### src/rtl/core/kernel_svm_pegasos_update_assert.svh
// Assertion macros for the kernel Pegasos update block.
// Needs nothing else; included by the top level, which supplies clock and reset names.
`ifndef KERNEL_SVM_PEGASOS_UPDATE_ASSERT_SVH
`define KERNEL_SVM_PEGASOS_UPDATE_ASSERT_SVH

// same-cycle implication
`define KPEG_CHECK_IMP(name, clk, rst, ante, cons) \
  name: assert property (@(posedge clk) disable iff (rst) (ante) |-> (cons)) \
    else $error("kpeg assertion failed");

// next-cycle implication
`define KPEG_CHECK_NEXT(name, clk, rst, ante, cons) \
  name: assert property (@(posedge clk) disable iff (rst) (ante) |=> (cons)) \
    else $error("kpeg assertion failed");

`endif

### src/rtl/core/kpeg_pkg.sv
// Shared types and constants for the kernel Pegasos update block.
// No dependencies; imported by every module of the block.
package kpeg_pkg;

  localparam int LANES = 4;      // kernel values per chunk word
  localparam int KW    = 24;     // kernel value, signed Q8.16
  localparam int AW    = 20;     // alpha count
  localparam int CW    = 20;     // iteration count
  localparam int SCW   = 11;     // sample_count register
  localparam int LAMW  = 32;     // lambda, Q16.16
  localparam int THRW  = LAMW + CW;
  localparam int ACCW  = 56;     // row accumulator
  localparam int MAGW  = KW + AW + 1;  // |K| * alpha * 2
  localparam int LSUMW = MAGW + 3;     // signed sum of four lane terms
  localparam int SIW   = 10;     // sample index / column field width

  localparam logic [1:0] ACT_LOAD  = 2'd0;
  localparam logic [1:0] ACT_CHUNK = 2'd1;
  localparam logic [1:0] ACT_READ  = 2'd2;

  localparam logic [1:0] REG_LAMBDA  = 2'd0;
  localparam logic [1:0] REG_SAMPLES = 2'd1;
  localparam logic [1:0] REG_LIMIT   = 2'd2;

  localparam logic [AW-1:0] ALPHA_MAX = '1;

  typedef struct packed {
    logic            neg;
    logic [MAGW-1:0] mag;
  } lane_term_t;

  typedef struct packed {
    logic lane_re;
    logic smp_re;
    logic alpha_we;
    logic label_we;
    logic label_bit;
  } bank_ctl_t;

endpackage

### src/rtl/core/kpeg_lane.sv
// One multiply lane: |K| * alpha * 2 with the sign folded from K and the label.
// Depends on kpeg_pkg.
module kpeg_lane (
  input  logic                          clk,
  input  logic signed [kpeg_pkg::KW-1:0] kernel,
  input  logic [kpeg_pkg::AW-1:0]       alpha,
  input  logic                          label,
  input  logic                          in_use,
  output kpeg_pkg::lane_term_t          term
);
  import kpeg_pkg::*;

  logic [KW-1:0]    mag;
  logic [KW+AW-1:0] prod;

  always_comb begin
    // most negative value maps to 2^23, which still fits in KW bits unsigned
    mag  = kernel[KW-1] ? KW'(~kernel + 1'b1) : KW'(kernel);
    prod = (KW+AW)'(mag) * (KW+AW)'(alpha);
  end

  always_ff @(posedge clk) begin
    term.neg <= kernel[KW-1] ^ ~label;
    term.mag <= in_use ? {prod, 1'b0} : '0;
  end

endmodule

### config.mk
export PLATFORM = sky130hd
export DESIGN_NAME = kpeg_lane
export DESIGN_NICKNAME = d
export VERILOG_FILES = /design/src/rtl/core/kernel_svm_pegasos_update_assert.svh /design/src/rtl/core/kpeg_pkg.sv /design/src/rtl/core/kpeg_lane.sv
export SDC_FILE = /design/constraint.sdc
export NUM_CORES = 1
export LEC_CHECK = 0
export ABC_AREA = 1
export BUFFER_PORTS_ARGS = -buffer_cell sky130_fd_sc_hd__buf_2
export CAP_MARGIN = 10
export CORE_ASPECT_RATIO = 1.75
export CORE_MARGIN = 5
export CORE_UTILIZATION = 62
export CTS_BUF_LIST = sky130_fd_sc_hd__clkbuf_16
export DETAILED_ROUTE_END_ITERATION = 8
export PLACE_DENSITY = 0.91
export REMOVE_ABC_BUFFERS = 1
export SYNTH_ARGS = -nofsm -noshare
export SYNTH_HDL_FRONTEND = slang
export SYNTH_SLANG_ARGS = --single-unit
### constraint.sdc
create_clock -name clk -period 7.1 [get_ports clk]
set_input_delay 0.355 -clock clk [delete_from_list [all_inputs] [get_ports clk]]
set_output_delay 0.355 -clock clk [all_outputs]
set_load 0.01 [all_outputs]
==> impl_metrics.tcl <==
set metrics [dict create \
    status "finished, final reports clean" \
    tightest_slew_ns 0.8471 \
    pin_count 93 \
    syn_area_per_cell_um2 7.535 \
    critPathLaunch "kernel[0]" \
    netlist_area_um2 18240 \
    placed_area_um2 21060 \
    drt_wl_total_um 65080 \
    dieArea_um2 33090 \
    viasPerCell 5.546 \
    die_y_um 236.9 \
    grt_usage 0.3977 \
    yosysWarningCount 0 \
    timing.critical_path.mode_cell "fa_1" \
    end_kind "register" \
    min_period_over_period 0.9683 \
    cts_buffers 5 \
    clock_sinks 45 \
    report.final.hold_viol_count 0 \
    cp_slowest_stage_delay_ns 0.55 \
    gp_congestion 1.122 \
    drive_gt1_frac 0.1847 \
    diodes 0 \
    antenna_found_initial 1 \
    min_from "label" \
    timing.setup.tns_ns 0 \
    worstSetupPathType "in -> reg" \
    core.rowCount 83 \
    die_w_um 139.7 \
    design_area_um2 21590 \
    largest_reg_flops 45 \
    yosys.cell_types.count 40 \
    post-place-ws_ns -0.4028 \
    synth_top_cell_area_share 0.4302 \
    synth_top_cell_by_area "fa_1" \
    timing.hold.ws_ns 0.2277 \
    yosys-top-cells-area "fa_1 (43%), inv_1 (12%), ha_1 (11%), nand2_1 (10%), nor2_1 (6.0%)" \
    yosysSeqAreaShare 0.04938 \
    cts_root_buf "clkbuf_16" \
    num_vias 17310 \
    rsz0062_at_grt "true" \
    cpMaxStageDelayCell "fa_1" \
    async_reset_ff_frac 0 \
    nets 3332 \
    ys.flop_type "dfxtp_1" \
    reg_top3 "term: 45 flops" \
    slew_violations 0 \
    initial_utilization 0.6251 \
    grt_overflow 0 \
    start_kind "input port" \
    port_buffers 91 \
    maxCapViolCount 0 \
    wl_per_cell_um 20.85 \
    core_area_um2 29180 \
    critical_path_peak_fanout 4 \
    period_needed_ns 6.875 \
    area_growth_syn_to_layout_pct 18.37 \
    cts_tree "yes" \
    setup-violations-final 0 \
    clk_pin_slew_ns 0.08 \
    fmax_mhz 145.5 \
    drc 0 \
    first_iter_violations 1243 \
    final_cell_mix "inv_1 (600), nand2_1 (492), fa_1 (385)" \
    dp.final_hpwl_um 56000 \
    grt_pass1_wl_um 99880 \
    ant_nets 0 \
    clk_path_buf_depth 2 \
    final_common_cell "inv_1" \
    synth.ff_latch_count 45 \
    firstDrtPassIters 8 \
    whs_path_depth 2 \
    fin_ws_ns 0.2249 \
    required_ns 7.30 \
    hold_class "in -> reg" \
    synth_edf_count 0 \
    regMostFlops "term" \
    htree_levels 2 \
    cp.arrival_ns 7.07 \
    synthCells 2421 \
    grt_pass1_vias 19006 \
    relSlewSlack 0.4353 \
    grt_max_degree 42 \
]
-- cell usage after synthesis (2+ instances only) --
| library cell | number |
|---|---|
| a21oi_1 | 107 |
| and2_1 | 2 |
| buf_1 | 3 |
| buf_2 | 21 |
| buf_4 | 2 |
| clkbuf_1 | 46 |
| clkinv_1 | 12 |
| dfxtp_1 | 45 |
| fa_1 | 392 |
| ha_1 | 155 |
| inv_1 | 604 |
| inv_2 | 5 |
| nand2_1 | 510 |
| nand2_2 | 9 |
| nand3_1 | 110 |
| nand3_2 | 4 |
| nand4_1 | 3 |
| nor2_1 | 291 |
| nor2_2 | 7 |
| nor2_4 | 7 |
| nor3_1 | 13 |
| o211ai_1 | 2 |
| o21a_1 | 2 |
| o21ai_0 | 38 |
| o21bai_1 | 5 |
| or2_2 | 4 |
| xnor2_1 | 5 |
| xor2_1 | 5 |
-- timing repair --
| item | CTS | global route |
|---|---|---|
| endpoints found under the setup margin | 8 | 30 |
| cloned | 0 | 1 |
| resized for setup | 5 | 83 |
| setup buffers | 0 | 7 |
| hold endpoints to repair | 0 | 0 |
| pin swaps | 0 | 35 |
| hold buffers | 0 | 0 |
-- cells by family after synthesis --
kind of cell             share of synthesized area
AO/OA/AOI/OAI                              0.04403
flip-flops                                 0.04938
other                                    0.0002056
adder cells (fa/ha/maj)                     0.5365
AND/OR/NAND/NOR                             0.2186
buffers and inverters                       0.1465
XOR/XNOR                                  0.004801
-- per-stage QoR --
stage | util | instances
floorplan | - | 2347
global placement | 0.7215 | 3105
detailed placement | 0.7215 | 3105
CTS | 0.7271 | 3113
global route | 0.7400 | 3121
finish | 0.7400 | 3121
-- critical path, delay by kind of cell --
| kind | cells | cell delay (ns) |
|---|---|---|
| adder cells (fa/ha/maj) | 9 | 4.03 |
| buffers and inverters | 13 | 1.24 |
| AND/OR/NAND/NOR | 9 | 1.06 |
| AO/OA/AOI/OAI | 2 | 0.34 |
-- routing by layer --
| layer | vias to the layer above | share of wire | global-route usage |
|---|---|---|---|
| met5 | - | 0.00031 | 0 |
| met3 | 405 | 0.071 | 0.07294 |
| met1 | 8317 | 0.31 | 0.3919 |
| met2 | 893 | 0.51 | 0.7093 |
| li1 | 7693 | - | - |
| met4 | 2 | 0.11 | 0.3365 |
-- worst paths after layout --
kind             endpoint  slack [ns]
min      term[45]$_DFF_P_        0.23
max   term[30]$_SDFF_PN0_        0.22
-- cell type report --
type	count	area [um^2]
multi-input combinational	1680	14960
fill	2335	7589
timing repair buffer	384	2758
inverter	622	2345
sequential	45	900.9
tap	382	478.0
clock buffer	5	125.1
clock inverter	3	25.02
Power is left out: the tool's default activity adds up to more than one toggle a clock period on the data nets, which glitch-free logic cannot reach.
