$ cat src/rtl/core/kernel_svm_pegasos_update_assert.svh
// Assertion macros for the kernel Pegasos update block.
// Needs nothing else; included by the top level, which supplies clock and reset names.
`ifndef KERNEL_SVM_PEGASOS_UPDATE_ASSERT_SVH
`define KERNEL_SVM_PEGASOS_UPDATE_ASSERT_SVH

// same-cycle implication
`define KPEG_CHECK_IMP(name, clk, rst, ante, cons) \
  name: assert property (@(posedge clk) disable iff (rst) (ante) |-> (cons)) \
    else $error("kpeg assertion failed");

// next-cycle implication
`define KPEG_CHECK_NEXT(name, clk, rst, ante, cons) \
  name: assert property (@(posedge clk) disable iff (rst) (ante) |=> (cons)) \
    else $error("kpeg assertion failed");

`endif

$ cat src/rtl/core/kpeg_pkg.sv
// Shared types and constants for the kernel Pegasos update block.
// No dependencies; imported by every module of the block.
package kpeg_pkg;

  localparam int LANES = 4;      // kernel values per chunk word
  localparam int KW    = 24;     // kernel value, signed Q8.16
  localparam int AW    = 20;     // alpha count
  localparam int CW    = 20;     // iteration count
  localparam int SCW   = 11;     // sample_count register
  localparam int LAMW  = 32;     // lambda, Q16.16
  localparam int THRW  = LAMW + CW;
  localparam int ACCW  = 56;     // row accumulator
  localparam int MAGW  = KW + AW + 1;  // |K| * alpha * 2
  localparam int LSUMW = MAGW + 3;     // signed sum of four lane terms
  localparam int SIW   = 10;     // sample index / column field width

  localparam logic [1:0] ACT_LOAD  = 2'd0;
  localparam logic [1:0] ACT_CHUNK = 2'd1;
  localparam logic [1:0] ACT_READ  = 2'd2;

  localparam logic [1:0] REG_LAMBDA  = 2'd0;
  localparam logic [1:0] REG_SAMPLES = 2'd1;
  localparam logic [1:0] REG_LIMIT   = 2'd2;

  localparam logic [AW-1:0] ALPHA_MAX = '1;

  typedef struct packed {
    logic            neg;
    logic [MAGW-1:0] mag;
  } lane_term_t;

  typedef struct packed {
    logic lane_re;
    logic smp_re;
    logic alpha_we;
    logic label_we;
    logic label_bit;
  } bank_ctl_t;

endpackage

$ cat src/rtl/core/kpeg_merge.sv
// Merge stage: signed sum of the lane terms, registered.
// Depends on kpeg_pkg.
module kpeg_merge (
  input  logic                              clk,
  input  kpeg_pkg::lane_term_t              terms [kpeg_pkg::LANES],
  output logic signed [kpeg_pkg::LSUMW-1:0] lane_sum
);
  import kpeg_pkg::*;

  logic signed [LSUMW-1:0] sum;

  always_comb begin
    sum = '0;
    for (int l = 0; l < LANES; l++) begin
      if (terms[l].neg) begin
        sum = sum - LSUMW'(terms[l].mag);
      end else begin
        sum = sum + LSUMW'(terms[l].mag);
      end
    end
  end

  always_ff @(posedge clk) begin
    lane_sum <= sum;
  end

endmodule

$ cat config.mk
export PLATFORM = sky130hd
export DESIGN_NAME = kpeg_merge
export DESIGN_NICKNAME = d
export VERILOG_FILES = /design/src/rtl/core/kernel_svm_pegasos_update_assert.svh /design/src/rtl/core/kpeg_pkg.sv /design/src/rtl/core/kpeg_merge.sv
export SDC_FILE = /design/constraint.sdc
export NUM_CORES = 1
export LEC_CHECK = 0
export BUFFER_PORTS_ARGS = -buffer_cell sky130_fd_sc_hd__buf_2
export CAP_MARGIN = 20
export CORE_UTILIZATION = 59
export DETAILED_ROUTE_END_ITERATION = 10
export HOLD_SLACK_MARGIN = 0.03
export PLACE_DENSITY_LB_ADDON = 0.05
export SLEW_MARGIN = 0
export SYNTH_ARGS = -nofsm -noshare
export SYNTH_HDL_FRONTEND = slang
export SYNTH_SLANG_ARGS = --single-unit
$ cat constraint.sdc
create_clock -name clk -period 10.69 [get_ports clk]
set_input_delay 0.5345 -clock clk [delete_from_list [all_inputs] [get_ports clk]]
set_output_delay 0.5345 -clock clk [all_outputs]
set_load 0.03 [all_outputs]
==> key figures, run 1 <==
Run status
  – Status: complete, no violations

Global route
  – First-pass GRT wire length: roughly 54000 um
  – GRT Total Usage: around 30%
  – Largest net degree at the start of global routing: 47
  – Initial antenna violation count: 9
  – Grt ovf: 0
  – Number of global-route vias before repair: 11630

Finish
  – Max FFs per register: 48
  – FILL cells: between 1500 and 2000
  – NumNets Final: 2255
  – Post-route cell area: approximately 0.014 mm^2
  – Top reg by flops: lane_sum
  – Layout area overhead: 12.03%
  – Biggest regs: lane_sum x48
  – Layout cell share with drive strength beyond 1: roughly 14%
  – Layout Cells excl Fill: 2198

Timing
  – Max Slew Vio Count: 0
  – Final TNS setup: 0 ns
  – Post-route worst setup slack: roughly 1.4 ns
  – Worst-Margin Slew: 0.8596 ns
  – RSZ-0062 raised after global routing: no
  – WHS: roughly 0.54 ns
  – Final Hold Fails: 0
  – Fmax: between 100 and 150 MHz
  – Final Setup Violations: 0
  – Relative max-transition margin: approximately 43%
  – Min Tclk post-route: around 9.3 ns
  – Period utilization: 87.06%

Place
  – Dpl hpwl: about 28000 um
  – Pre-CTS WS: about 1.1 ns
  – GP Congestion: roughly 0.96
  – Cell Area, Placed: 0.01361 mm^2
  – Port Buffers: about 230
  – Cells after DPL: approximately 2200

Worst setup path
  – CP endpoint kind: flip-flop
  – Crit path max fanout: 12
  – Critical setup path kind: primary input to flip-flop
  – Max incr delay on CP: about 0.53 ns
  – Critical Path AT: about 9.5 ns
  – Critical Path RT: 10.87 ns
  – CP endpoint: lane_sum[47]
  – Crit path launch type: primary input
  – CP max-delay cell: or4_1
  – CP Launch Point: terms[147]

Yosys
  – Yosys top cell by area: xnor2_1
  – Seq/Total Area, Yosys: under 10%
  – Yosys cell types: 73
  – Cells after Synth: between 1500 and 2000
  – Netlist Area Pre-Place: 0.01233 mm^2
  – Post-synthesis average cell area: 7.081 um^2
  – Synth top cells by count: xnor2_1 (247), a21oi_1 (210), nor2_1 (158)
  – Primary FF master, synth: dfxtp_1
  – #FFs+latches synth: 48
  – EDFF count, synth: 0
  – Ys async rst share: 0%
  – Yosys top cell area share: 17.55%
  – Post-synth net total: just over 2000
  – Top-count cell post-synth: xnor2_1
  – Top cells by area, synth: xnor2_1 (18%), ha_1 (15%), a21oi_1 (8.5%), dfxtp_1 (7.8%), a21o_1 (5.1%)
  – Yosys warns: 0

Power and ir drop
  – Peak supply drop: between 150 and 200 uV
  – Pwr dens: slightly above 300 mW/mm^2
  – Leak: roughly 6.2 nW

Die
  – Placeable Area: 0.02036 mm^2
  – # rows: 52
  – Die area: between 0.02 and 0.025 mm^2
  – Initial Util: 60.54%
  – Die W: ~150 um
  – Ports: 233
  – Die height: 146.6 um

Worst hold path
  – Hold/Removal Path Class: primary input to flip-flop

Clock tree
  – CTS tree: built
  – Clock slew at reported path FFs: 0.07 ns
  – Cts hold-fix bufs: 0
  – H-tree levels: 2
  – CTS sink count: 48
  – TritonCTS buffer count: 5
  – Post-cts repair resize count: 0
  – Postcts setup bufs: 0
  – Max clock buf depth: 2
  – Clock root buffer: clkbuf_16

Drt
  – Drt pass-1 iters: 5
  – Final WL: about 33000 um
  – DR vias: ~13000
  – Antenna viol nets, final: 0
  – 1st-iter DRT viols: 583
  – Drt via density: a little under 6
  – # DRC: 0
  – DR WL/cell: about 15 um

Flow run
  – Max-cap violations: 0
cells in the final DEF, fill, tap and decap left out, types with 7 or more instances in the layout:
cell type,Yosys,routed
nand2b_1,26,26
nand3_1,28,28
or3_1,22,22
nor2b_1,25,25
and3_1,15,15
o31a_1,7,7
o31ai_1,20,20
o41ai_1,7,7
or2_2,10,10
o21bai_1,16,16
a211o_1,7,7
xor2_1,47,47
a21o_1,84,84
and2_1,13,13
nor4_1,17,17
ha_1,145,145
a21oi_1,210,210
nand4_1,26,26
nor3_1,47,47
nand2_1,114,114
dfxtp_1,48,48
nor3b_1,8,8
o211ai_1,17,17
buf_2,2,232
o21ai_0,94,94
inv_1,70,70
nor2_1,158,158
a31oi_1,36,36
o21a_1,20,20
a211oi_1,7,7
xnor2_1,247,247
how the worst min path moves through the flow:
stage	startpoint	endpoint	slack (ns)	cells after the start
2_1_floorplan	terms[0]	lane_sum[0]	0.71	2
3_3_place_gp	terms[0]	lane_sum[0]	0.84	3
3_5_place_dp	terms[0]	lane_sum[0]	0.85	3
4_1_cts	terms[0]	lane_sum[0]	0.53	3
5_1_grt	terms[0]	lane_sum[0]	0.55	3
6_report	terms[0]	lane_sum[0]	0.54	3
through the flow:
stage / power [mW] / util (%)
6_report: 4.223 / 67.82
5_1_grt: 4.623 / 67.77
4_1_cts: 4.177 / 67.74
3_5_place_dp: 3.946 / 66.83
3_3_place_gp: 3.907 / 66.83
2_1_floorplan: 3.171 / -
final cells by class:
type	instances	area (um^2)	share of cell area (%)
Multi-Input combinational cell	1564	10880	78.78
Timing Repair Buffer	233	1169	8.462
Sequential cell	48	960.9	6.958
Tap cell	270	337.8	2.446
Inverter	70	262.8	1.903
Clock buffer	5	125.1	0.9060
Clock inverter	2	60.06	0.4349
Antenna cell	6	15.01	0.1087
report_power, final:
part	internal [mW]	switching, mW	total (mW)
registers	0.317	0.0199	0.337
clock network	0.133	0.0719	0.205
logic	1.50	2.18	3.68
total	1.95	2.27	4.22
routing by layer:
| metal | GRT usage, % | part of all wire, % | vias to the layer above |
|---|---|---|---|
| met5 | 0 | 0.12 | - |
| met4 | 5.938 | 1.3 | 6 |
| met3 | 4.219 | 6.5 | 36 |
| met2 | 46.40 | 42 | 434 |
| met1 | 43.43 | 51 | 5735 |
| li1 | - | - | 6698 |
critical path: cells and delay by family:
kind                     cells  cell delay [ns]
adder cells (fa/ha/maj)      3             1.24
AO/OA/AOI/OAI               15             3.51
buffers and inverters        1             0.12
XOR/XNOR                     4             0.81
AND/OR/NAND/NOR             13             3.28
kinds of logic (layout without fill, tap and decap cells):
kind of cell / count (synthesis) / after routing / share of synthesized area (%)
adder cells (fa/ha/maj): 148 / 148 / 15.20
AND/OR/NAND/NOR: 542 / 542 / 22.28
buffers and inverters: 129 / 310 / 3.948
multiplexers: 5 / 5 / 0.4263
AO/OA/AOI/OAI: 573 / 573 / 29.09
other: 0 / 6 / 0
XOR/XNOR: 296 / 296 / 21.26
flip-flops: 48 / 48 / 7.795
No activity file was read; power rests on OpenSTA's default activity.
==> run 2, diff against run 1 <==
Settings changed: PLACE_DENSITY set to 0.95, PLACE_DENSITY_LB_ADDON 0.05 to not set.
==> run 2 against run 1 <==
Against the previous run:
- cell area barely moved
- clock power shrank 3%
- sequential power barely moved
- power up 0.44%
- first-iteration DRC count increased by 48%
- non-clock buffer count unchanged
- fmax fell by 2.8%
- via count is 3.7% higher
- sequential share of layout area is essentially flat
- setup slack got worse by 0.26 ns
- clock-buffer cell count stayed put
- critical path type unchanged
- largest power group unchanged
==> key figures, run 2 (same netlist as run 1, synthesis figures left out) <==
Worst setup path
  – Crit path launch type: primary input
  – Max incr delay on CP: 0.56 ns (+0.03 ns)
  – Critical setup path kind: primary input to flip-flop
  – CP max-delay cell: or4_1
  – CP endpoint kind: flip-flop
  – Critical Path RT: 10.87 ns (about the same)
  – Crit path max fanout: 12 (unchanged)
  – Critical Path AT: 9.75 ns (+0.26 ns)

Die
  – Ports: 233 (unchanged)
  – Die W: 146.6 um (unchanged)
  – Die area: 0.02148 mm^2 (unchanged)
  – Initial Util: 60.54% (unchanged)
  – Placeable Area: 0.02036 mm^2 (unchanged)
  – Die height: 146.6 um (unchanged)
  – # rows: 52 (unchanged)

Clock tree
  – Postcts setup bufs: 0 (unchanged)
  – H-tree levels: 2 (unchanged)
  – CTS tree: built
  – Clock root buffer: clkbuf_16
  – TritonCTS buffer count: 5 (unchanged)
  – Max clock buf depth: 2 (unchanged)
  – CTS sink count: 48 (unchanged)
  – Clock slew at reported path FFs: 0.07 ns (about the same)
  – Cts hold-fix bufs: 0 (unchanged)
  – Post-cts repair resize count: 0 (unchanged)

Timing
  – Final TNS setup: 0 ns (unchanged)
  – RSZ-0062 raised after global routing: no
  – Final Setup Violations: 0 (unchanged)
  – Worst-Margin Slew: 0.8589 ns (-0.0006395 ns)
  – WHS: 0.5613 ns (+0.02564 ns)
  – Period utilization: 89.52% (+2.5 points)
  – Final Hold Fails: 0 (unchanged)
  – Post-route worst setup slack: 1.120 ns (-0.2634 ns)
  – Max Slew Vio Count: 0 (unchanged)
  – Relative max-transition margin: 42.74% (about the same)
  – Min Tclk post-route: 9.570 ns (+0.2634 ns)
  – Fmax: 104.5 MHz (-2.8%)

Finish
  – Multi-input gate area: 0.01088 mm^2 (unchanged)
  – Fin util: 67.83% (about the same)
  – Layout cell share with drive strength beyond 1: 14.31% (unchanged)
  – FILL cells: 1743 (-5.6%)
  – Sequential cell area: 960.9 um^2 (unchanged)
  – Layout area overhead: 12.05% (about the same)
  – Max FFs per register: 48 (unchanged)
  – Biggest regs: lane_sum x48
  – Commonest non-fill, non-tap cells in the layout: xnor2_1 (247), buf_2 (232), a21oi_1 (210)
  – NumNets Final: 2255 (unchanged)
  – Most common cell after layout, fill and taps aside: xnor2_1
  – Top reg by flops: lane_sum

Power and ir drop
  – Overall Power: 4.241 mW (+0.44%)
  – Peak supply drop: 160.2 uV (+0.64%)
  – Leak: 6.203 nW (unchanged)
  – Pwr dens: 307.0 mW/mm^2 (+0.42%)

Drt
  – DR vias: 13390 (+3.7%)
  – Drt via density: 6.090 (+3.7%)
  – Met2 routed WL: 15200 um (+11%)
  – DR WL met3: 2163 um (+1.3%)
  – 1st-iter DRT viols: 864 (+48%)
  – # DRC: 0 (unchanged)
  – DRT met1 WL: 15780 um (-5.3%)
  – Top routing layer in use: met5
  – Antenna viol nets, final: 0 (unchanged)
  – Drt pass-1 iters: 5 (unchanged)
  – Final WL: 34220 um (+3.8%)
  – DR WL/cell: 15.56 um (+3.7%)

Place
  – Pre-CTS WS: 0.9581 ns (-0.1190 ns)
  – GP Congestion: 0.9439 (-1.4%)
  – Dpl hpwl: 28760 um (+3.2%)
  – Port Buffers: 232 (unchanged)

Flow run
  – Max-cap violations: 0 (unchanged)

Run status
  – Status: complete, no violations

Global route
  – Initial antenna violation count: 10 (+1)
  – GRT Total Usage: 30.81% (+0.96 points)
  – First-pass GRT wire length: 56080 um (+3.8%)
  – Grt ovf: 0 (unchanged)
  – Largest net degree at the start of global routing: 47 (unchanged)
  – Number of global-route vias before repair: 12170 (+4.6%)

Worst hold path
  – Hold/Removal Path Class: primary input to flip-flop
==> run 2: worst paths after layout <==
kind | start | end | cells past startpoint
max | terms[147] | lane_sum[47] | 36
min | terms[0] | lane_sum[0] | 3
==> run 2: routing by layer <==
metal	GRT usage (%)	vias up
li1	-	6677
met1	42.44	6067
met2	49.83	561
met3	2.688	82
met4	11.30	4
met5	0	-
==> run 2: cell type report <==
type | instances | share of cell area (%)
repair buffers | 233 | 8.460
diodes | 7 | 0.1268
flip-flops and latches | 48 | 6.957
inverters | 70 | 1.902
clock inverters | 2 | 0.4348
well taps | 270 | 2.446
multi-input cells | 1564 | 78.77
clock buffers | 5 | 0.9058
==> run 2: where the power goes <==
group | leakage, nW | internal [mW] | total, mW | switching (mW)
clock | 0.0899 | 0.133 | 0.198 | 0.0652
combinational | 5.71 | 1.50 | 3.71 | 2.20
sequential | 0.405 | 0.318 | 0.337 | 0.0193
==> run 2: metrics by stage <==
step	instances	area (um^2)
CTS	2192	13800
detailed placement	2185	13610
finish	2199	13810
global route	2198	13810
floorplan	1741	12330
global placement	2185	13610
==> run 2: worst max-delay path, delay by kind of cell <==
| kind | cells | cell delay [ns] |
|---|---|---|
| AO/OA/AOI/OAI | 15 | 3.67 |
| AND/OR/NAND/NOR | 13 | 3.36 |
| adder cells (fa/ha/maj) | 3 | 1.24 |
| XOR/XNOR | 4 | 0.80 |
| buffers and inverters | 1 | 0.12 |
==> run 3, diff against run 2 <==
==> constraint.sdc (replaced) <==
create_clock -name clk -period 10.69 [get_ports clk]
set_input_delay 1.6035 -clock clk [delete_from_list [all_inputs] [get_ports clk]]
set_output_delay 1.6035 -clock clk [all_outputs]
set_load 0.03 [all_outputs]
==> run 3 against run 2 <==
Against the previous run:
- sequential cell count unchanged
- sequential power about the same
- clock-buffer cell count stayed put
- hold slack better by 1.1 ns
- global-route usage rose by 0.44 points
- clock power is essentially flat
- sequential share of layout area hardly changed
- power up 1.1%
- largest cell class unchanged
- highest routed layer unchanged
==> key figures, run 3 (same netlist as run 1, synthesis figures left out) <==
Run status
  – Status: complete, no violations

Power and ir drop
  – Leak: 6.221 nW (+0.28%)
  – Pwr dens: 309.5 mW/mm^2 (+0.81%)
  – Peak supply drop: 129.1 uV (-19%)

Timing
  – Min Tclk post-route: 9.985 ns (+0.4151 ns)
  – RSZ-0062 raised after global routing: no
  – Final Setup Violations: 0 (unchanged)
  – Worst-Margin Slew: 0.8388 ns (-0.02014 ns)
  – Fmax: 100.2 MHz (-4.2%)
  – Relative max-transition margin: 44.08% (+1.3 points)
  – Final Hold Fails: 0 (unchanged)
  – Post-route worst setup slack: 0.7053 ns (-0.4151 ns)
  – Period utilization: 93.40% (+3.9 points)
  – Max Slew Vio Count: 0 (unchanged)
  – Final TNS setup: 0 ns (unchanged)

Finish
  – Sequential cell area: 960.9 um^2 (unchanged)
  – Multi-input gate area: 0.01089 mm^2 (+0.11%)
  – Layout area overhead: 12.37%
  – Top reg by flops: lane_sum
  – Commonest non-fill, non-tap cells in the layout: xnor2_1 (247), buf_2 (232), a21oi_1 (210)
  – FILL cells: 1722 (-1.2%)
  – Max FFs per register: 48 (unchanged)
  – Most common cell after layout, fill and taps aside: xnor2_1
  – Post-route cell area: 0.01385 mm^2 (+0.29%)
  – Layout cell share with drive strength beyond 1: 14.55% (+0.24 points)
  – Biggest regs: lane_sum x48
  – NumNets Final: 2258 (+0.13%)

Flow run
  – Max-cap violations: 0 (unchanged)

Clock tree
  – TritonCTS buffer count: 5 (unchanged)
  – Clock slew at reported path FFs: 0.07 ns (about the same)
  – CTS sink count: 48 (unchanged)
  – Max clock buf depth: 2 (unchanged)
  – H-tree levels: 2 (unchanged)
  – Clock root buffer: clkbuf_16
  – Postcts setup bufs: 0 (unchanged)
  – CTS tree: built

Worst setup path
  – Max incr delay on CP: 0.57 ns (about the same)
  – Critical Path AT: 10.16 ns (+0.41 ns)
  – Crit path max fanout: 9 (-3)
  – Most numerous cell on the critical path: a21oi_1
  – Crit path launch type: primary input
  – CP endpoint kind: flip-flop
  – Critical Path RT: 10.86 ns (about the same)
  – Critical setup path kind: primary input to flip-flop
  – CP max-delay cell: or4_1

Drt
  – 1st-iter DRT viols: 893 (+3.4%)
  – DR WL/cell: 15.74 um (+1.2%)
  – Antenna viol nets, final: 0 (unchanged)
  – DR vias: 13480 (+0.66%)
  – # DRC: 0 (unchanged)
  – Final WL: 34690 um (+1.4%)
  – Drt pass-1 iters: 7 (+2)
  – Drt via density: 6.116 (+0.43%)

Worst hold path
  – HP Start: terms[0]
  – Worst Hold End: lane_sum[0]
  – Hold Path Stages: 3 (unchanged)
  – Hold/Removal Path Class: primary input to flip-flop

Die
  – Placeable Area: 0.02036 mm^2 (unchanged)
  – Ports: 233 (unchanged)
  – # rows: 52 (unchanged)
  – Initial Util: 60.54% (unchanged)
  – Die height: 146.6 um (unchanged)
  – Die area: 0.02148 mm^2 (unchanged)
  – Die W: 146.6 um (unchanged)

Global route
  – GRT Total Usage: 31.25% (+0.44 points)
  – Largest net degree at the start of global routing: 47 (unchanged)
  – Grt ovf: 0 (unchanged)
  – Initial antenna violation count: 11 (+1)
  – First-pass GRT wire length: 56880 um (+1.4%)
  – Number of global-route vias before repair: 12410 (+2.0%)

Place
  – Dpl hpwl: 29160 um (+1.4%)
  – Cell Area, Placed: 0.01363 mm^2 (+0.17%)
  – Pre-CTS WS: 0.2421 ns (-0.7160 ns)
  – GP Congestion: 0.9187 (-2.7%)
  – Port Buffers: 232 (unchanged)
==> run 3: worst max path at each step <==
stage | slack [ns] | cells after the start | start | end
global placement | 0.46 | 36 | terms[147] | lane_sum[47]
detailed placement | 0.24 | 39 | terms[147] | lane_sum[47]
global route | 0.02 | 36 | terms[147] | lane_sum[47]
floorplan | 1.09 | 35 | terms[147] | lane_sum[47]
finish | 0.71 | 39 | terms[147] | lane_sum[47]
CTS | 0.53 | 39 | terms[147] | lane_sum[47]
==> run 3: what timing repair did <==
action,in CTS,in global routing
endpoints found under the setup margin,0,1
resized for setup,0,5
hold buffers,0,0
==> run 3: where the power goes <==
part	internal, mW	leakage [nW]	total (mW)	switching [mW]
Clock	0.133	0.0899	0.198	0.0654
Sequential	0.317	0.405	0.335	0.0177
Combinational	1.51	5.73	3.75	2.24
==> run 3: per-layer routing <==
layer | global-route usage [%] | vias to the layer above | routed length, um | part of all wire, %
li1 | - | 6691 | - | -
met2 | 51.36 | 595 | 15680 | 45
met4 | 11.41 | 4 | 950 | 2.7
met1 | 42.10 | 6115 | 15650 | 45
met3 | 3.219 | 74 | 2384 | 6.9
met5 | 0 | - | 23 | 0.066
==> run 3: stage by stage <==
step	hold slack (ns)	total power, mW	utilization, %	cells
final	1.615	4.288	68.03	2204
after global placement	1.913	3.886	66.95	2188
after global routing	1.646	4.641	68.00	2202
after floorplan	1.784	3.171	-	1741
after detailed placement	1.928	3.970	66.95	2188
after CTS	1.618	4.205	67.85	2195
==> run 3: worst max-delay path: cells and delay by family <==
kind	cells	cell delay, ns
compound gates	21	4.00
xor+xnor	3	0.61
fa+ha+maj	3	1.22
buf+inv	1	0.12
simple gates	11	2.61
==> run 3: cell type report <==
class | count | area share, %
Antenna cell | 9 | 0.1626
Inverter | 70 | 1.897
Timing Repair Buffer | 236 | 8.598
Clock inverter | 2 | 0.4335
Multi-Input combinational cell | 1564 | 78.63
Clock buffer | 5 | 0.9032
Sequential cell | 48 | 6.936
Tap cell | 270 | 2.439
